**config.mk**
```make
export PLATFORM = sky130hd
export DESIGN_NAME = mse_front
export DESIGN_NICKNAME = d
export VERILOG_FILES = /design/src/rtl/mse_pkg.sv /design/src/rtl/mse_front.sv
export SDC_FILE = /design/constraint.sdc
export NUM_CORES = 1
export LEC_CHECK = 0
export BUFFER_PORTS_ARGS = -buffer_cell sky130_fd_sc_hd__buf_4
export CORE_ASPECT_RATIO = 0.8
export CORE_MARGIN = 1
export CORE_UTILIZATION = 39
export DETAILED_ROUTE_END_ITERATION = 16
export PLACE_DENSITY = 0.87
export SLEW_MARGIN = 0
export SYNTH_ARGS = -nofsm -noshare
export SYNTH_HDL_FRONTEND = slang
export SYNTH_SLANG_ARGS = --single-unit
```
**constraint.sdc**
```tcl
create_clock -name vclk -period 3.5
set_input_delay 0.35 -clock vclk [all_inputs]
set_output_delay 0.35 -clock vclk [all_outputs]
set_load 0.01 [all_outputs]
```
**src/rtl/mse_pkg.sv**
```systemverilog
// ---------------------------------------------------------------------------
// mse_pkg
// Shared types, codes and constants of the MIPS subset execute unit.
// ---------------------------------------------------------------------------
`timescale 1ns / 1ps
`default_nettype none

package mse_pkg;

    localparam int DATA_WORDS_DEFAULT = 256;
    localparam int QUEUE_DEPTH        = 2;
    localparam int REG_COUNT          = 32;
    localparam int REG_AW             = $clog2(REG_COUNT);
    localparam int DIDX_W             = 14;

    localparam logic [31:0] DATA_BASE = 32'h1001_0000;
    localparam logic [31:0] PC_RESET  = 32'h0040_0000;

    localparam logic [REG_AW-1:0] ZERO_REG = 5'd0;
    localparam logic [REG_AW-1:0] AT_REG   = 5'd1;
    localparam logic [REG_AW-1:0] RA_REG   = 5'd31;

    // request kinds
    localparam logic [1:0] ITEM_EXEC = 2'd0;
    localparam logic [1:0] ITEM_LOAD = 2'd1;
    localparam logic [1:0] ITEM_READ = 2'd2;

    // result status
    localparam logic [1:0] ST_OK    = 2'd0;
    localparam logic [1:0] ST_UNSUP = 2'd1;
    localparam logic [1:0] ST_RANGE = 2'd2;

    // primary opcodes
    localparam logic [5:0] OPC_RTYPE = 6'h00;
    localparam logic [5:0] OPC_J     = 6'h02;
    localparam logic [5:0] OPC_JAL   = 6'h03;
    localparam logic [5:0] OPC_BEQ   = 6'h04;
    localparam logic [5:0] OPC_BNE   = 6'h05;
    localparam logic [5:0] OPC_ADDI  = 6'h08;
    localparam logic [5:0] OPC_ANDI  = 6'h0C;
    localparam logic [5:0] OPC_ORI   = 6'h0D;
    localparam logic [5:0] OPC_LW    = 6'h23;

    // R-type function codes
    localparam logic [5:0] FN_SLL     = 6'h00;
    localparam logic [5:0] FN_SRL     = 6'h02;
    localparam logic [5:0] FN_JR      = 6'h08;
    localparam logic [5:0] FN_SYSCALL = 6'h0C;
    localparam logic [5:0] FN_ADD     = 6'h20;
    localparam logic [5:0] FN_SUB     = 6'h22;
    localparam logic [5:0] FN_AND     = 6'h24;
    localparam logic [5:0] FN_OR      = 6'h25;
    localparam logic [5:0] FN_SLT     = 6'h2A;

    typedef enum logic [4:0] {
        OP_ADD,
        OP_SUB,
        OP_AND,
        OP_OR,
        OP_SLT,
        OP_SLL,
        OP_SRL,
        OP_ADDI,
        OP_ANDI,
        OP_ORI,
        OP_BEQ,
        OP_BNE,
        OP_LW,
        OP_J,
        OP_JAL,
        OP_SKIP,
        OP_STORE,
        OP_READ,
        OP_IDLE
    } op_t;

    typedef struct packed {
        op_t               op;
        logic [REG_AW-1:0] ra;
        logic [REG_AW-1:0] rb;
        logic [REG_AW-1:0] wd;
        logic              wr;
        logic [4:0]        shamt;
        logic [31:0]       operand;
        logic [DIDX_W-1:0] didx;
        logic              drange;
        logic [1:0]        status;
    } item_t;

endpackage

`default_nettype wire

```
**src/rtl/mse_front.sv**
```systemverilog
// ---------------------------------------------------------------------------
// mse_front
// Accept requests and classify them into decoded queue entries.
// ---------------------------------------------------------------------------
`timescale 1ns / 1ps
`default_nettype none

module mse_front import mse_pkg::*; #(
    parameter int DATA_WORDS = DATA_WORDS_DEFAULT
) (
    input  wire logic        s_valid,
    output logic             s_ready,
    input  wire logic [1:0]  s_opcode,
    input  wire logic [31:0] s_instruction,
    input  wire logic [7:0]  s_data_index,
    input  wire logic [31:0] s_data_value,
    input  wire logic [4:0]  s_reg_select,
    input  wire logic        q_full,
    input  wire logic        clear_busy,
    output logic             push,
    output item_t            push_item
);

    logic [5:0]  opc;
    logic [5:0]  fn;
    logic [15:0] imm;
    logic [31:0] imm_sext;
    logic [31:0] imm_zext;
    item_t       item;

    assign opc      = s_instruction[31:26];
    assign fn       = s_instruction[5:0];
    assign imm      = s_instruction[15:0];
    assign imm_sext = {{16{imm[15]}}, imm};
    assign imm_zext = {16'd0, imm};

    assign s_ready = !q_full && !clear_busy;
    assign push    = s_valid && s_ready;

    always_comb begin
        item         = '0;
        item.op      = OP_IDLE;
        item.status  = ST_UNSUP;
        unique case (s_opcode)
            ITEM_EXEC: begin
                item.ra     = s_instruction[25:21];
                item.rb     = s_instruction[20:16];
                item.shamt  = s_instruction[10:6];
                item.status = ST_OK;
                unique case (opc)
                    OPC_RTYPE: begin
                        item.wd = s_instruction[15:11];
                        item.wr = 1'b1;
                        unique case (fn) inside
                            FN_ADD: item.op = OP_ADD;
                            FN_SUB: item.op = OP_SUB;
                            FN_AND: item.op = OP_AND;
                            FN_OR:  item.op = OP_OR;
                            FN_SLT: item.op = OP_SLT;
                            FN_SLL: item.op = OP_SLL;
                            FN_SRL: item.op = OP_SRL;
                            FN_JR, FN_SYSCALL: begin
                                item.op = OP_SKIP;
                                item.wr = 1'b0;
                            end
                            default: begin
                                item.op     = OP_SKIP;
                                item.wr     = 1'b0;
                                item.status = ST_UNSUP;
                            end
                        endcase
                    end
                    OPC_ADDI: begin
                        item.op      = OP_ADDI;
                        item.wd      = s_instruction[20:16];
                        item.wr      = 1'b1;
                        item.operand = imm_sext;
                    end
                    OPC_ANDI: begin
                        item.op      = OP_ANDI;
                        item.wd      = s_instruction[20:16];
                        item.wr      = 1'b1;
                        item.operand = imm_zext;
                    end
                    OPC_ORI: begin
                        item.op      = OP_ORI;
                        item.wd      = s_instruction[20:16];
                        item.wr      = 1'b1;
                        item.operand = imm_zext;
                    end
                    OPC_BEQ: begin
                        item.op      = OP_BEQ;
                        item.operand = imm_sext;
                    end
                    OPC_BNE: begin
                        item.op      = OP_BNE;
                        item.operand = imm_sext;
                    end
                    OPC_LW: begin
                        item.op   = OP_LW;
                        item.wd   = s_instruction[20:16];
                        item.wr   = 1'b1;
                        item.didx = imm[15:2];
                    end
                    OPC_J: begin
                        item.op      = OP_J;
                        item.operand = {6'd0, s_instruction[25:0]};
                    end
                    OPC_JAL: begin
                        item.op      = OP_JAL;
                        item.wd      = RA_REG;
                        item.wr      = 1'b1;
                        item.operand = {6'd0, s_instruction[25:0]};
                    end
                    default: begin
                        item.op     = OP_SKIP;
                        item.status = ST_UNSUP;
                    end
                endcase
                // drop writes to $zero
                if (item.wd == ZERO_REG) begin
                    item.wr = 1'b0;
                end
            end
            ITEM_LOAD: begin
                item.op      = OP_STORE;
                item.didx    = DIDX_W'(s_data_index);
                item.operand = s_data_value;
                item.status  = ST_OK;
            end
            ITEM_READ: begin
                item.op     = OP_READ;
                item.ra     = s_reg_select;
                item.status = ST_OK;
            end
            default: begin
                item.op     = OP_IDLE;
                item.status = ST_UNSUP;
            end
        endcase
        item.drange = (32'(item.didx) < 32'(DATA_WORDS));
        if ((item.op == OP_LW || item.op == OP_STORE) && !item.drange) begin
            item.status = ST_RANGE;
        end
    end

    assign push_item = item;

endmodule

`default_nettype wire

```
==> out/qor.csv <==
stage,metric,value,unit
placed_design,io_buffers,159,
sta,hold_viol_final,0,
power,p_leak,1.35,nW
finish,n_antenna_cell,0,
sta,fin_tns_setup,0,ps
grt,grt_pass1_vias,1895,
power,switching_share,0.464,
sta,fmax,434,MHz
drt,wire_per_inst,15.1,microns
synthesis,synth.cell_area,0.00139,sq mm
finish,fin_util,0.740,
grt,grt_use_met1,0.421,
grt,grt_usage,0.312,
finish,drive_gt1_frac,0.459,
setup_path,arrival,1950,ps
sta,period_share,0.658,
power,internal-power,0.140,mW
min_path,hold_class,in -> out,
floorplan,pin_count,159,
synthesis,seq_area_frac_synth,0,
setup_path,worst-setup-path-type,in -> out,
finish,multi_input_area,0.00122,sq mm
drt,vias,2220,
floorplan,fp-row-count,19,
power,seqPwrFrac,0,
power,p_clk_frac,0,
sta,finalCriticalPeriod,2300,ps
grt,grt_antenna_before_repair,0,
outcome,status,"complete, no violations",
grt,gr-total-overflow,0,
setup_path,crit_fanout,18,
drt,dr.pass1.iters,4,
placed_design,gp_congestion,0.940,
floorplan,die-area,0.00381,sq mm
cts,post_cts_resized,0,
cts,cts_hold_buf,0,
drt,drt_iter0_drc,136,
sta,setup_viol,0,
setup_path,cp-start-kind,input port,
placed_design,hpwlAfterDp,5040,microns
power,net-switching-power,0.121,mW
finish,syn_to_final_growth,82.2,%
finish,seqCellArea,0,sq um
setup_path,crit_path_end_kind,output port,
power,power.density,103,mW/mm^2
grt,use_met2,0.528,
cts,post_cts_buffers,0,
synthesis,synthCells,226,
sta,drv_slew,0,
floorplan,fp.dieH,55.4,microns
drt,final_antenna_net_count,0,
finish,nets,452,
grt,met3_usage,0.0372,
finish,seq_cells,0,
job,max_cap_violations,0,
sta,rsz0062_at_grt,false,
floorplan,start_util,0.406,
synthesis,syn_area_per_cell,6.15,sq um
finish,clkbuf_count,0,
sta,tightest_slew,1000,ps
floorplan,floorplan.core_area,0.00342,sq mm
power,peakVddDrop,60.8,uV
grt,grt_max_degree,34,
drt,viasPerCell,5.47,
sta,relSlewSlack,0.330,
synthesis,ys_types,46,
synthesis,yosysWarnings,0,
setup_path,required,3150,ps
power,combPwrFrac,1.000,
grt,busiest_layer,met2,
grt,grt_pass1_wl,9380,microns
floorplan,chipWidth,68.8,microns
drt,drc,0,
synthesis,syn-num-nets,312,
finish,n_fill_cell,332,
drt,drt_wl_total,6140,microns
## logic make-up (layout without fill, tap and decap cells)
kind of cell,after synthesis,count (layout),synth area share
simple gates,93,93,0.366
compound gates,91,91,0.464
buf+inv,36,174,0.121
fa+ha+maj,4,4,0.0360
xor+xnor,2,2,0.0126
## layout by cell type, fill, tap and decap left out, types with 2 or more instances in the layout
cell,instances
xnor2_1,2
o21bai_1,2
ha_1,4
nor3b_1,7
a22o_1,27
o211a_1,2
o21a_1,5
buf_4,161
nor2b_1,3
inv_1,13
or4_1,3
and3_1,7
nand2b_1,2
o21ai_1,13
o21ai_0,9
and2_1,10
a31oi_1,3
nand2_1,40
a21oi_1,17
nor2_1,8
nor3_1,4
## per-stage QoR
step | instances | hold WS (ps) | instance area [sq um] | worst slack [ps] | total power, mW
after CTS | 406 | 946 | 2530 | 1170 | 0.260
after global placement | 406 | 939 | 2530 | 1230 | 0.255
final | 406 | 944 | 2530 | 1200 | 0.261
after detailed placement | 406 | 946 | 2530 | 1180 | 0.260
after global routing | 406 | 952 | 2530 | 1010 | 0.283
after floorplan | 226 | 747 | 1390 | 1580 | 0.113
## layout make-up
type               count  share of cell area
well taps             42              0.0208
repair buffers       161               0.477
multi-input cells    190               0.483
inverters             13              0.0193
## layer usage
layer / vias up / part of all wire
met1: 1001 / 0.40
met3: 10 / 0.091
met5: - / 0
met2: 103 / 0.50
li1: 1106 / -
met4: 0 / 0.017
## critical path, cell delays in order
cell and delay [ps]:
buf_4 190, nand2b_1 130, a21oi_1 100, o211ai_1 800
o21ai_1 190, buf_4 190
## cells in the mapped netlist (4+ instances only)
library cell,number,area share
nand2_1,40,0.11
a22o_1,27,0.17
a21oi_1,17,0.061
inv_1,13,0.035
o21ai_1,13,0.047
and2_1,10,0.045
clkbuf_1,10,0.027
o21ai_0,9,0.032
buf_2,8,0.029
nor2_1,8,0.022
and3_1,7,0.032
nor3b_1,7,0.038
o21a_1,5,0.027
buf_4,4,0.022
ha_1,4,0.036
nor3_1,4,0.014
## power by group through the flow
stage          logic [mW]  registers (mW)  clock network (mW)
2_1_floorplan       0.113               0                   0
3_3_place_gp        0.255               0                   0
3_5_place_dp        0.260               0                   0
4_1_cts             0.260               0                   0
5_1_grt             0.283               0                   0
6_report            0.261               0                   0
## path summary, 6_finish.rpt
path | end | from | cells after the start
worst min-delay path | s_ready | q_full | 3
worst max-delay path | push_item[41] | s_instruction[26] | 6
Power figures use the tool's default switching activity.
