## src/rtl/mse_pkg.sv

```systemverilog
// ---------------------------------------------------------------------------
// mse_pkg
// Shared types, codes and constants of the MIPS subset execute unit.
// ---------------------------------------------------------------------------
`timescale 1ns / 1ps
`default_nettype none

package mse_pkg;

    localparam int DATA_WORDS_DEFAULT = 256;
    localparam int QUEUE_DEPTH        = 2;
    localparam int REG_COUNT          = 32;
    localparam int REG_AW             = $clog2(REG_COUNT);
    localparam int DIDX_W             = 14;

    localparam logic [31:0] DATA_BASE = 32'h1001_0000;
    localparam logic [31:0] PC_RESET  = 32'h0040_0000;

    localparam logic [REG_AW-1:0] ZERO_REG = 5'd0;
    localparam logic [REG_AW-1:0] AT_REG   = 5'd1;
    localparam logic [REG_AW-1:0] RA_REG   = 5'd31;

    // request kinds
    localparam logic [1:0] ITEM_EXEC = 2'd0;
    localparam logic [1:0] ITEM_LOAD = 2'd1;
    localparam logic [1:0] ITEM_READ = 2'd2;

    // result status
    localparam logic [1:0] ST_OK    = 2'd0;
    localparam logic [1:0] ST_UNSUP = 2'd1;
    localparam logic [1:0] ST_RANGE = 2'd2;

    // primary opcodes
    localparam logic [5:0] OPC_RTYPE = 6'h00;
    localparam logic [5:0] OPC_J     = 6'h02;
    localparam logic [5:0] OPC_JAL   = 6'h03;
    localparam logic [5:0] OPC_BEQ   = 6'h04;
    localparam logic [5:0] OPC_BNE   = 6'h05;
    localparam logic [5:0] OPC_ADDI  = 6'h08;
    localparam logic [5:0] OPC_ANDI  = 6'h0C;
    localparam logic [5:0] OPC_ORI   = 6'h0D;
    localparam logic [5:0] OPC_LW    = 6'h23;

    // R-type function codes
    localparam logic [5:0] FN_SLL     = 6'h00;
    localparam logic [5:0] FN_SRL     = 6'h02;
    localparam logic [5:0] FN_JR      = 6'h08;
    localparam logic [5:0] FN_SYSCALL = 6'h0C;
    localparam logic [5:0] FN_ADD     = 6'h20;
    localparam logic [5:0] FN_SUB     = 6'h22;
    localparam logic [5:0] FN_AND     = 6'h24;
    localparam logic [5:0] FN_OR      = 6'h25;
    localparam logic [5:0] FN_SLT     = 6'h2A;

    typedef enum logic [4:0] {
        OP_ADD,
        OP_SUB,
        OP_AND,
        OP_OR,
        OP_SLT,
        OP_SLL,
        OP_SRL,
        OP_ADDI,
        OP_ANDI,
        OP_ORI,
        OP_BEQ,
        OP_BNE,
        OP_LW,
        OP_J,
        OP_JAL,
        OP_SKIP,
        OP_STORE,
        OP_READ,
        OP_IDLE
    } op_t;

    typedef struct packed {
        op_t               op;
        logic [REG_AW-1:0] ra;
        logic [REG_AW-1:0] rb;
        logic [REG_AW-1:0] wd;
        logic              wr;
        logic [4:0]        shamt;
        logic [31:0]       operand;
        logic [DIDX_W-1:0] didx;
        logic              drange;
        logic [1:0]        status;
    } item_t;

endpackage

`default_nettype wire

```

## src/rtl/mse_queue.sv

```systemverilog
// ---------------------------------------------------------------------------
// mse_queue
// Short FIFO of decoded entries between the front and back parts.
// ---------------------------------------------------------------------------
`timescale 1ns / 1ps
`default_nettype none

module mse_queue import mse_pkg::*; (
    input  wire logic  aclk,
    input  wire logic  aresetn,
    input  wire logic  push,
    input  wire item_t push_item,
    output logic       full,
    output logic       head_valid,
    output item_t      head_item,
    input  wire logic  pop
);

    localparam int PW = (QUEUE_DEPTH > 1) ? $clog2(QUEUE_DEPTH) : 1;
    localparam int CW = $clog2(QUEUE_DEPTH + 1);

    item_t           entry_reg [QUEUE_DEPTH];
    logic [PW-1:0]   wr_ptr_reg, wr_ptr_next;
    logic [PW-1:0]   rd_ptr_reg, rd_ptr_next;
    logic [CW-1:0]   count_reg, count_next;

    assign full       = (count_reg == CW'(QUEUE_DEPTH));
    assign head_valid = (count_reg != '0);
    assign head_item  = entry_reg[rd_ptr_reg];

    always_comb begin
        wr_ptr_next = wr_ptr_reg;
        rd_ptr_next = rd_ptr_reg;
        count_next  = count_reg;
        if (push) begin
            wr_ptr_next = (wr_ptr_reg == PW'(QUEUE_DEPTH - 1)) ? '0 : wr_ptr_reg + 1'b1;
        end
        if (pop) begin
            rd_ptr_next = (rd_ptr_reg == PW'(QUEUE_DEPTH - 1)) ? '0 : rd_ptr_reg + 1'b1;
        end
        if (push && !pop) begin
            count_next = count_reg + 1'b1;
        end else if (pop && !push) begin
            count_next = count_reg - 1'b1;
        end
    end

    always_ff @(posedge aclk) begin
        if (!aresetn) begin
            wr_ptr_reg <= '0;
            rd_ptr_reg <= '0;
            count_reg  <= '0;
        end else begin
            wr_ptr_reg <= wr_ptr_next;
            rd_ptr_reg <= rd_ptr_next;
            count_reg  <= count_next;
        end
    end

    always_ff @(posedge aclk) begin
        if (push) begin
            entry_reg[wr_ptr_reg] <= push_item;
        end
    end

endmodule

`default_nettype wire

```

## config.mk

```make
export PLATFORM = sky130hd
export DESIGN_NAME = mse_queue
export DESIGN_NICKNAME = d
export VERILOG_FILES = /design/src/rtl/mse_pkg.sv /design/src/rtl/mse_queue.sv
export SDC_FILE = /design/constraint.sdc
export NUM_CORES = 1
export LEC_CHECK = 0
export ABC_AREA = 1
export BUFFER_PORTS_ARGS = -buffer_cell sky130_fd_sc_hd__buf_2
export CAP_MARGIN = 15
export CORE_MARGIN = 5
export CORE_UTILIZATION = 55
export CTS_CLUSTER_SIZE = 16
export DETAILED_ROUTE_END_ITERATION = 8
export PLACE_DENSITY = 0.83
export SYNTH_ARGS = -nofsm -noshare
export SYNTH_HDL_FRONTEND = slang
export SYNTH_SLANG_ARGS = --single-unit
export TNS_END_PERCENT = 1
```

## constraint.sdc

```tcl
create_clock -name aclk -period 8.2 [get_ports aclk]
set_input_delay 0.41 -clock aclk [delete_from_list [all_inputs] [get_ports aclk]]
set_output_delay 0.41 -clock aclk [all_outputs]
set_load 0.03 [all_outputs]
```

==> results.sh, run 1 <==
export IMPL_vias=2971
export IMPL_synthesis_nets=348
export IMPL_power_density_nw_per_um2=256
export IMPL_rows=37
export IMPL_period_share_pct=36.2
export IMPL_max_freq_ghz=0.337
export IMPL_cp_max_fo=43
export IMPL_power_leakage_nw=2.90
export IMPL_cp_required_ps=7790
export IMPL_start_kind="flop"
export IMPL_grt_first_pass_wirelength_um=15800
export IMPL_syn2layout_area_growth_pct=24.9
export IMPL_synth_distinct_cells=14
export IMPL_reg2reg_depth=2
export IMPL_irDropWorstVdd_v=0.000154
export IMPL_synth_area_leaders="edfxtp_1 77%, mux2_4 13%, mux2_2 4.8%"
export IMPL_cts_made_buffers=17
export IMPL_postSynthAreaPerCell_um2=21.8
export IMPL_dieArea_um2=12800
export IMPL_synth_area_um2=5840
export IMPL_post_route_cells_drive_above_1_share_pct=58.4
export IMPL_routabilityCongestion=0.722
export IMPL_skew_ps=8.42
export IMPL_grt_pass1_vias=3165
export IMPL_status="finished clean"
export IMPL_finalNonFillerCells=587
export IMPL_fin_ws_ps=5230
export IMPL_grt_overflow=0
export IMPL_die_w_um=113
export IMPL_dr_first_iter_drc_count=118
export IMPL_detailed_place_hpwl_um=6900
export IMPL_regToRegSetupSlack_ps=6140
export IMPL_portBuffers=155
export IMPL_maxSlewHeadroom_pct=44.2
export IMPL_wirelength_um=10000
export IMPL_cts_htree_levels=4
export IMPL_largest_register_ffs=150
export IMPL_dp_cells=554
export IMPL_fin_setup_tns_ps=0
export IMPL_maxCapViolations=0
export IMPL_clockBufferDepth=2
export IMPL_fin_nets=517
export IMPL_hold_buffers=0
export IMPL_dr_pass1_iters=4
export IMPL_arrival_ps=2560
export IMPL_crit_reg2reg_launch="wr_ptr_reg$_SDFFE_PN0P_"
export IMPL_end_kind="output port"
export IMPL_place_area_um2=6750
export IMPL_rsz0062_at_grt="no"
export IMPL_worstMarginPinSlew_ps=836
export IMPL_cts_root_buf="clkbuf_8"
export IMPL_critPathKind="reg -> out"
export IMPL_setup_viol=0
export IMPL_r2r_end="entry_reg[0][37]$_DFFE_PP_"
export IMPL_grt_antenna_before_repair=1
export IMPL_synth_seq_area_share_pct=78.8
export IMPL_clock_sinks=155
export IMPL_post_cts_buffers=0
export IMPL_vias_per_cell=5.06
export IMPL_io_pins=156
export IMPL_ant_nets=0
export IMPL_drt_wirelength_per_cell_um=17.0
export IMPL_dp_slack_ps=5730
export IMPL_yosysWarningCount=0
export IMPL_clkLatencyLatePin_ps=510
export IMPL_synth_top_area_cell="edfxtp_1"
export IMPL_final_cell_area_um2=7300
export IMPL_hold_viol=0
export IMPL_cts_tree="yes"
export IMPL_slew_viol_final=0
export IMPL_cts_repair_resized=0
export IMPL_die_h_um=113
export IMPL_start_util_pct=56.6
export IMPL_core_um2=10300
export IMPL_globalRouteTotalUtil_pct=16.2
export IMPL_grt_max_degree=53
export IMPL_final_util_pct=70.7
export IMPL_syn_inst=268
export IMPL_ys_ff_latch=155
export IMPL_drc_errors=0
export IMPL_yosys_area_top_type_share_pct=77.1
export IMPL_post_route_min_period_ps=2970
export IMPL_endpoint="head_item[60]"
export IMPL_clk_pin_slew_ps=60
export IMPL_min_path_type="in -> reg"
-- worst max-delay path, stage by stage (launching register included) --
cell     delay [ps]
dfxtp_4         810
buf_4           600
mux2_2          420
buf_2           180
-- cells by family after synthesis --
| family | count (synthesis) | share of synthesized area, % |
|---|---|---|
| AOI/OAI and AO/OA | 2 | 0.171 |
| muxes | 75 | 17.7 |
| adders and majority gates | 1 | 0.214 |
| buffers and inverters | 16 | 1.84 |
| and+or+nand+nor | 19 | 1.29 |
| DFF | 155 | 78.8 |
-- metal layers --
layer / global-route usage [%] / share of wire, %
met1: 19.3 / 40
met2: 26.9 / 51
met3: 6.42 / 8.6
met4: 6.01 / 0.95
met5: 0 / 0
-- cells in the final DEF (no fill, tap or decap), drive strengths merged --
cell / n
ha: 1
dfxtp: 5
nand4: 1
clkinvlp: 4
clkinv: 7
a21oi: 1
buf: 158
mux2: 75
nand2: 9
inv: 7
clkbuf: 20
o21ai: 1
bufinv: 2
edfxtp: 150
nor2: 8
nand3: 1
diode: 1
-- through the flow --
step                      total power, W  hold slack, ps
after floorplan                  0.00111             463
after global placement           0.00117             476
after detailed placement         0.00117             491
after CTS                        0.00189            61.0
after global routing             0.00194            52.9
final                            0.00187            83.7
-- synthesized netlist by cell type --
| master | count |
|---|---|
| o21ai_0 | 1 |
| buf_2 | 2 |
| a21oi_1 | 1 |
| dfxtp_1 | 5 |
| mux2_4 | 50 |
| ha_1 | 1 |
| nand2_1 | 9 |
| inv_1 | 8 |
| nand4_1 | 1 |
| nand3_1 | 1 |
| mux2_2 | 25 |
| buf_6 | 6 |
| edfxtp_1 | 150 |
| nor2_1 | 8 |
-- worst min-delay path by stage --
stage / startpoint / end / slack (ps) / cells past startpoint
after floorplan: rd_ptr_reg$_SDFFE_PN0P_ / flop / 460 / 2
after global placement: rd_ptr_reg$_SDFFE_PN0P_ / rd_ptr_reg$_SDFFE_PN0P_ / 480 / 2
after detailed placement: rd_ptr_reg$_SDFFE_PN0P_ / flop / 490 / 2
after CTS: push_item[54] / entry_reg[0][54]$_DFFE_PP_ / 60 / 1
after global routing: push_item[13] / entry_reg[0][13]$_DFFE_PP_ / 50 / 1
final: push_item[54] / entry_reg[0][54]$_DFFE_PP_ / 80 / 1
-- where the power goes --
group	switching, W	total, W	internal (W)
clock network	0.000284	0.000714	0.000430
logic	0.000133	0.000219	0.0000857
registers	0.0000181	0.000935	0.000917
total	0.000435	0.00187	0.00143
-- cell type report --
cell class                 instances  area, um^2
multi-input combinational         97        1140
fill                             659        3030
tap                              136         170
timing repair buffer             158         798
inverter                           8        31.3
clock inverter                    12         125
clock buffer                      20         425
antenna                            1        2.50
sequential                       155        4610
(Power assumes the default switching activity.)
==> inputs of run 2 (changes only) <==
--- a/config.mk
+++ b/config.mk
@@ -9,10 +9,10 @@
 export BUFFER_PORTS_ARGS = -buffer_cell sky130_fd_sc_hd__buf_2
 export CAP_MARGIN = 15
 export CORE_MARGIN = 5
-export CORE_UTILIZATION = 55
+export CORE_UTILIZATION = 47
 export CTS_CLUSTER_SIZE = 16
 export DETAILED_ROUTE_END_ITERATION = 8
-export PLACE_DENSITY = 0.83
+export PLACE_DENSITY = 0.75
 export SYNTH_ARGS = -nofsm -noshare
 export SYNTH_HDL_FRONTEND = slang
 export SYNTH_SLANG_ARGS = --single-unit
==> constraint.sdc (replaced) <==
create_clock -name aclk -period 2.66 [get_ports aclk]
set_input_delay 0.133 -clock aclk [delete_from_list [all_inputs] [get_ports aclk]]
set_output_delay 0.133 -clock aclk [all_outputs]
set_load 0.03 [all_outputs]
==> run 2 against run 1 <==
  * Sequential power grew to 3.1 times the previous value
  * Clock skew shrank 3.9 ps
  * Combinational power grew to 3.6 times the previous value
  * Cell area grew 12%
  * Non-clock buffer count grew 82
  * Sequential cell count is the same
  * Routed wire length grew 16%
  * Highest routed layer unchanged
  * Largest cell class unchanged
  * Critical endpoint is now head_item[67]
  * Setup slack lost 4700 ps
==> results.sh, run 2 (synthesis gave the netlist of run 1 again) <==
export IMPL_status="finished clean"
export IMPL_cpMaxStageDelayCell="dfxtp_4"
export IMPL_critical_path_max_stage_delay_ps=680
export IMPL_dr_first_iter_drc_count=224
export IMPL_crit_chain="buf_4 -> mux2_2 -> buf_2"
export IMPL_clockBufferDepth=2
export IMPL_maxSlewHeadroom_pct=57.7
export IMPL_portBuffers=155
export IMPL_clkLatencyLatePin_ps=410
export IMPL_vias=3263
export IMPL_die_h_um=121
export IMPL_power_density_nw_per_um2=735
export IMPL_setup_viol=0
export IMPL_cts_htree_levels=4
export IMPL_critPathKind="reg -> out"
export IMPL_post_route_cells_drive_above_1_share_pct=50.2
export IMPL_maxCapViolations=0
export IMPL_clock_sinks=155
export IMPL_hold_buffers=78
export IMPL_slew_viol_final=0
export IMPL_arrival_ps=1960
export IMPL_path_buf_inv=2
export IMPL_core_um2=12100
export IMPL_wirelength_um=11600
export IMPL_post_route_min_period_ps=2090
export IMPL_hold_viol=0
export IMPL_cp_required_ps=2530
export IMPL_power_leakage_nw=3.26
export IMPL_post_cts_buffers=0
export IMPL_dr_pass1_iters=6
export IMPL_drt_wirelength_per_cell_um=16.5
export IMPL_start_kind="flop"
export IMPL_cts_root_buf="clkbuf_16"
export IMPL_dieArea_um2=14800
export IMPL_worstMarginPinSlew_ps=634
export IMPL_max_freq_ghz=0.478
export IMPL_globalRouteTotalUtil_pct=16.5
export IMPL_skew_ps=4.54
export IMPL_grt_antenna_before_repair=0
export IMPL_grt_pass1_vias=3644
export IMPL_detailed_place_hpwl_um=6930
export IMPL_end_kind="output port"
export IMPL_total_power_w=0.00602
export IMPL_vias_per_cell=4.66
export IMPL_clk_pin_slew_ps=60
export IMPL_start_util_pct=48.2
export IMPL_cts_tree="yes"
export IMPL_fin_nets=599
export IMPL_grt_overflow=0
export IMPL_largest_register_ffs=150
export IMPL_routabilityCongestion=0.733
export IMPL_drc_errors=0
export IMPL_cp_max_fo=30
export IMPL_rsz0062_at_grt="no"
export IMPL_rows=40
export IMPL_syn2layout_area_growth_pct=40.3
export IMPL_grt_max_degree=48
export IMPL_cts_repair_resized=0
export IMPL_min_path_type="in -> reg"
export IMPL_mostFrequentLayoutCell="buf_2"
export IMPL_layout_common_cells="155 x buf_2, 150 x edfxtp_1, 78 x dlygate4sd3_1"
export IMPL_io_pins=156
export IMPL_fin_setup_tns_ps=0
export IMPL_regToRegSetupSlack_ps=1090
export IMPL_die_w_um=121
export IMPL_period_share_pct=78.7
export IMPL_irDropWorstVdd_v=0.000496
export IMPL_grt_first_pass_wirelength_um=18400
export IMPL_diodes=0
export IMPL_crit_family="flip-flops"
export IMPL_cts_made_buffers=17
export IMPL_ant_nets=0
run 2: cell types whose count changed in the layout (fill, tap and decap cells not counted):
cell | before | now
dlygate4sd3_1 | 0 | 78
buf_4 | 3 | 6
bufinv_16 | 2 | 3
clkinv_1 | 2 | 1
buf_12 | 0 | 1
clkbuf_16 | 16 | 17
clkinv_2 | 3 | 2
clkbuf_1 | 3 | 4
diode_2 | 1 | 0
clkbuf_8 | 1 | 0
run 2: final timing paths:
| check | start | to | cells after the start |
|---|---|---|---|
| max | flop | head_item[67] | 3 |
| min | push_item[4] | entry_reg[0][4]$_DFFE_PP_ | 2 |
| max reg2reg | wr_ptr_reg$_SDFFE_PN0P_ | entry_reg[1][21]$_DFFE_PP_ | 3 |
| min reg2reg | rd_ptr_reg$_SDFFE_PN0P_ | rd_ptr_reg$_SDFFE_PN0P_ | 2 |
run 2: power by group:
group | internal (W) | switching [W]
Clock | 0.00147 | 0.000882
Combinational | 0.000346 | 0.000446
Sequential | 0.00283 | 0.0000486
run 2: area by class of cell:
class,instances,area [um^2]
sequential,155,4610
fill,803,3920
timing repair buffer,240,1620
multi-input combinational,97,1140
clock buffer,21,440
tap,168,210
clock inverter,11,146
inverter,8,31.3
run 2: worst reg2reg max path: stages, from the launching register on:
cell and delay, ps:
dfxtp_1 380, nand2_1 110, clkinv_2 280, buf_4 430
run 2: per-layer routing:
layer  global-route usage, %  vias up  wire [um]  part of all wire, %
met5                       0        -          0                    0
met3                    5.22       17        802                  6.9
met2                    28.6      129       5920                   51
li1                        -     1545          -                    -
met4                    6.65        0        226                  2.0
met1                    18.8     1572       4630                   40
run 2: through the flow:
step	utilization (%)	setup slack, ps	cell area [um^2]	hold slack [ps]	cells
2_1_floorplan	-	311	5850	232	268
4_1_cts	67.7	521	8200	419	700
3_5_place_dp	56.4	970	6830	324	590
6_report	67.7	566	8200	446	700
3_3_place_gp	56.4	966	6830	320	590
5_1_grt	67.7	446	8200	432	700
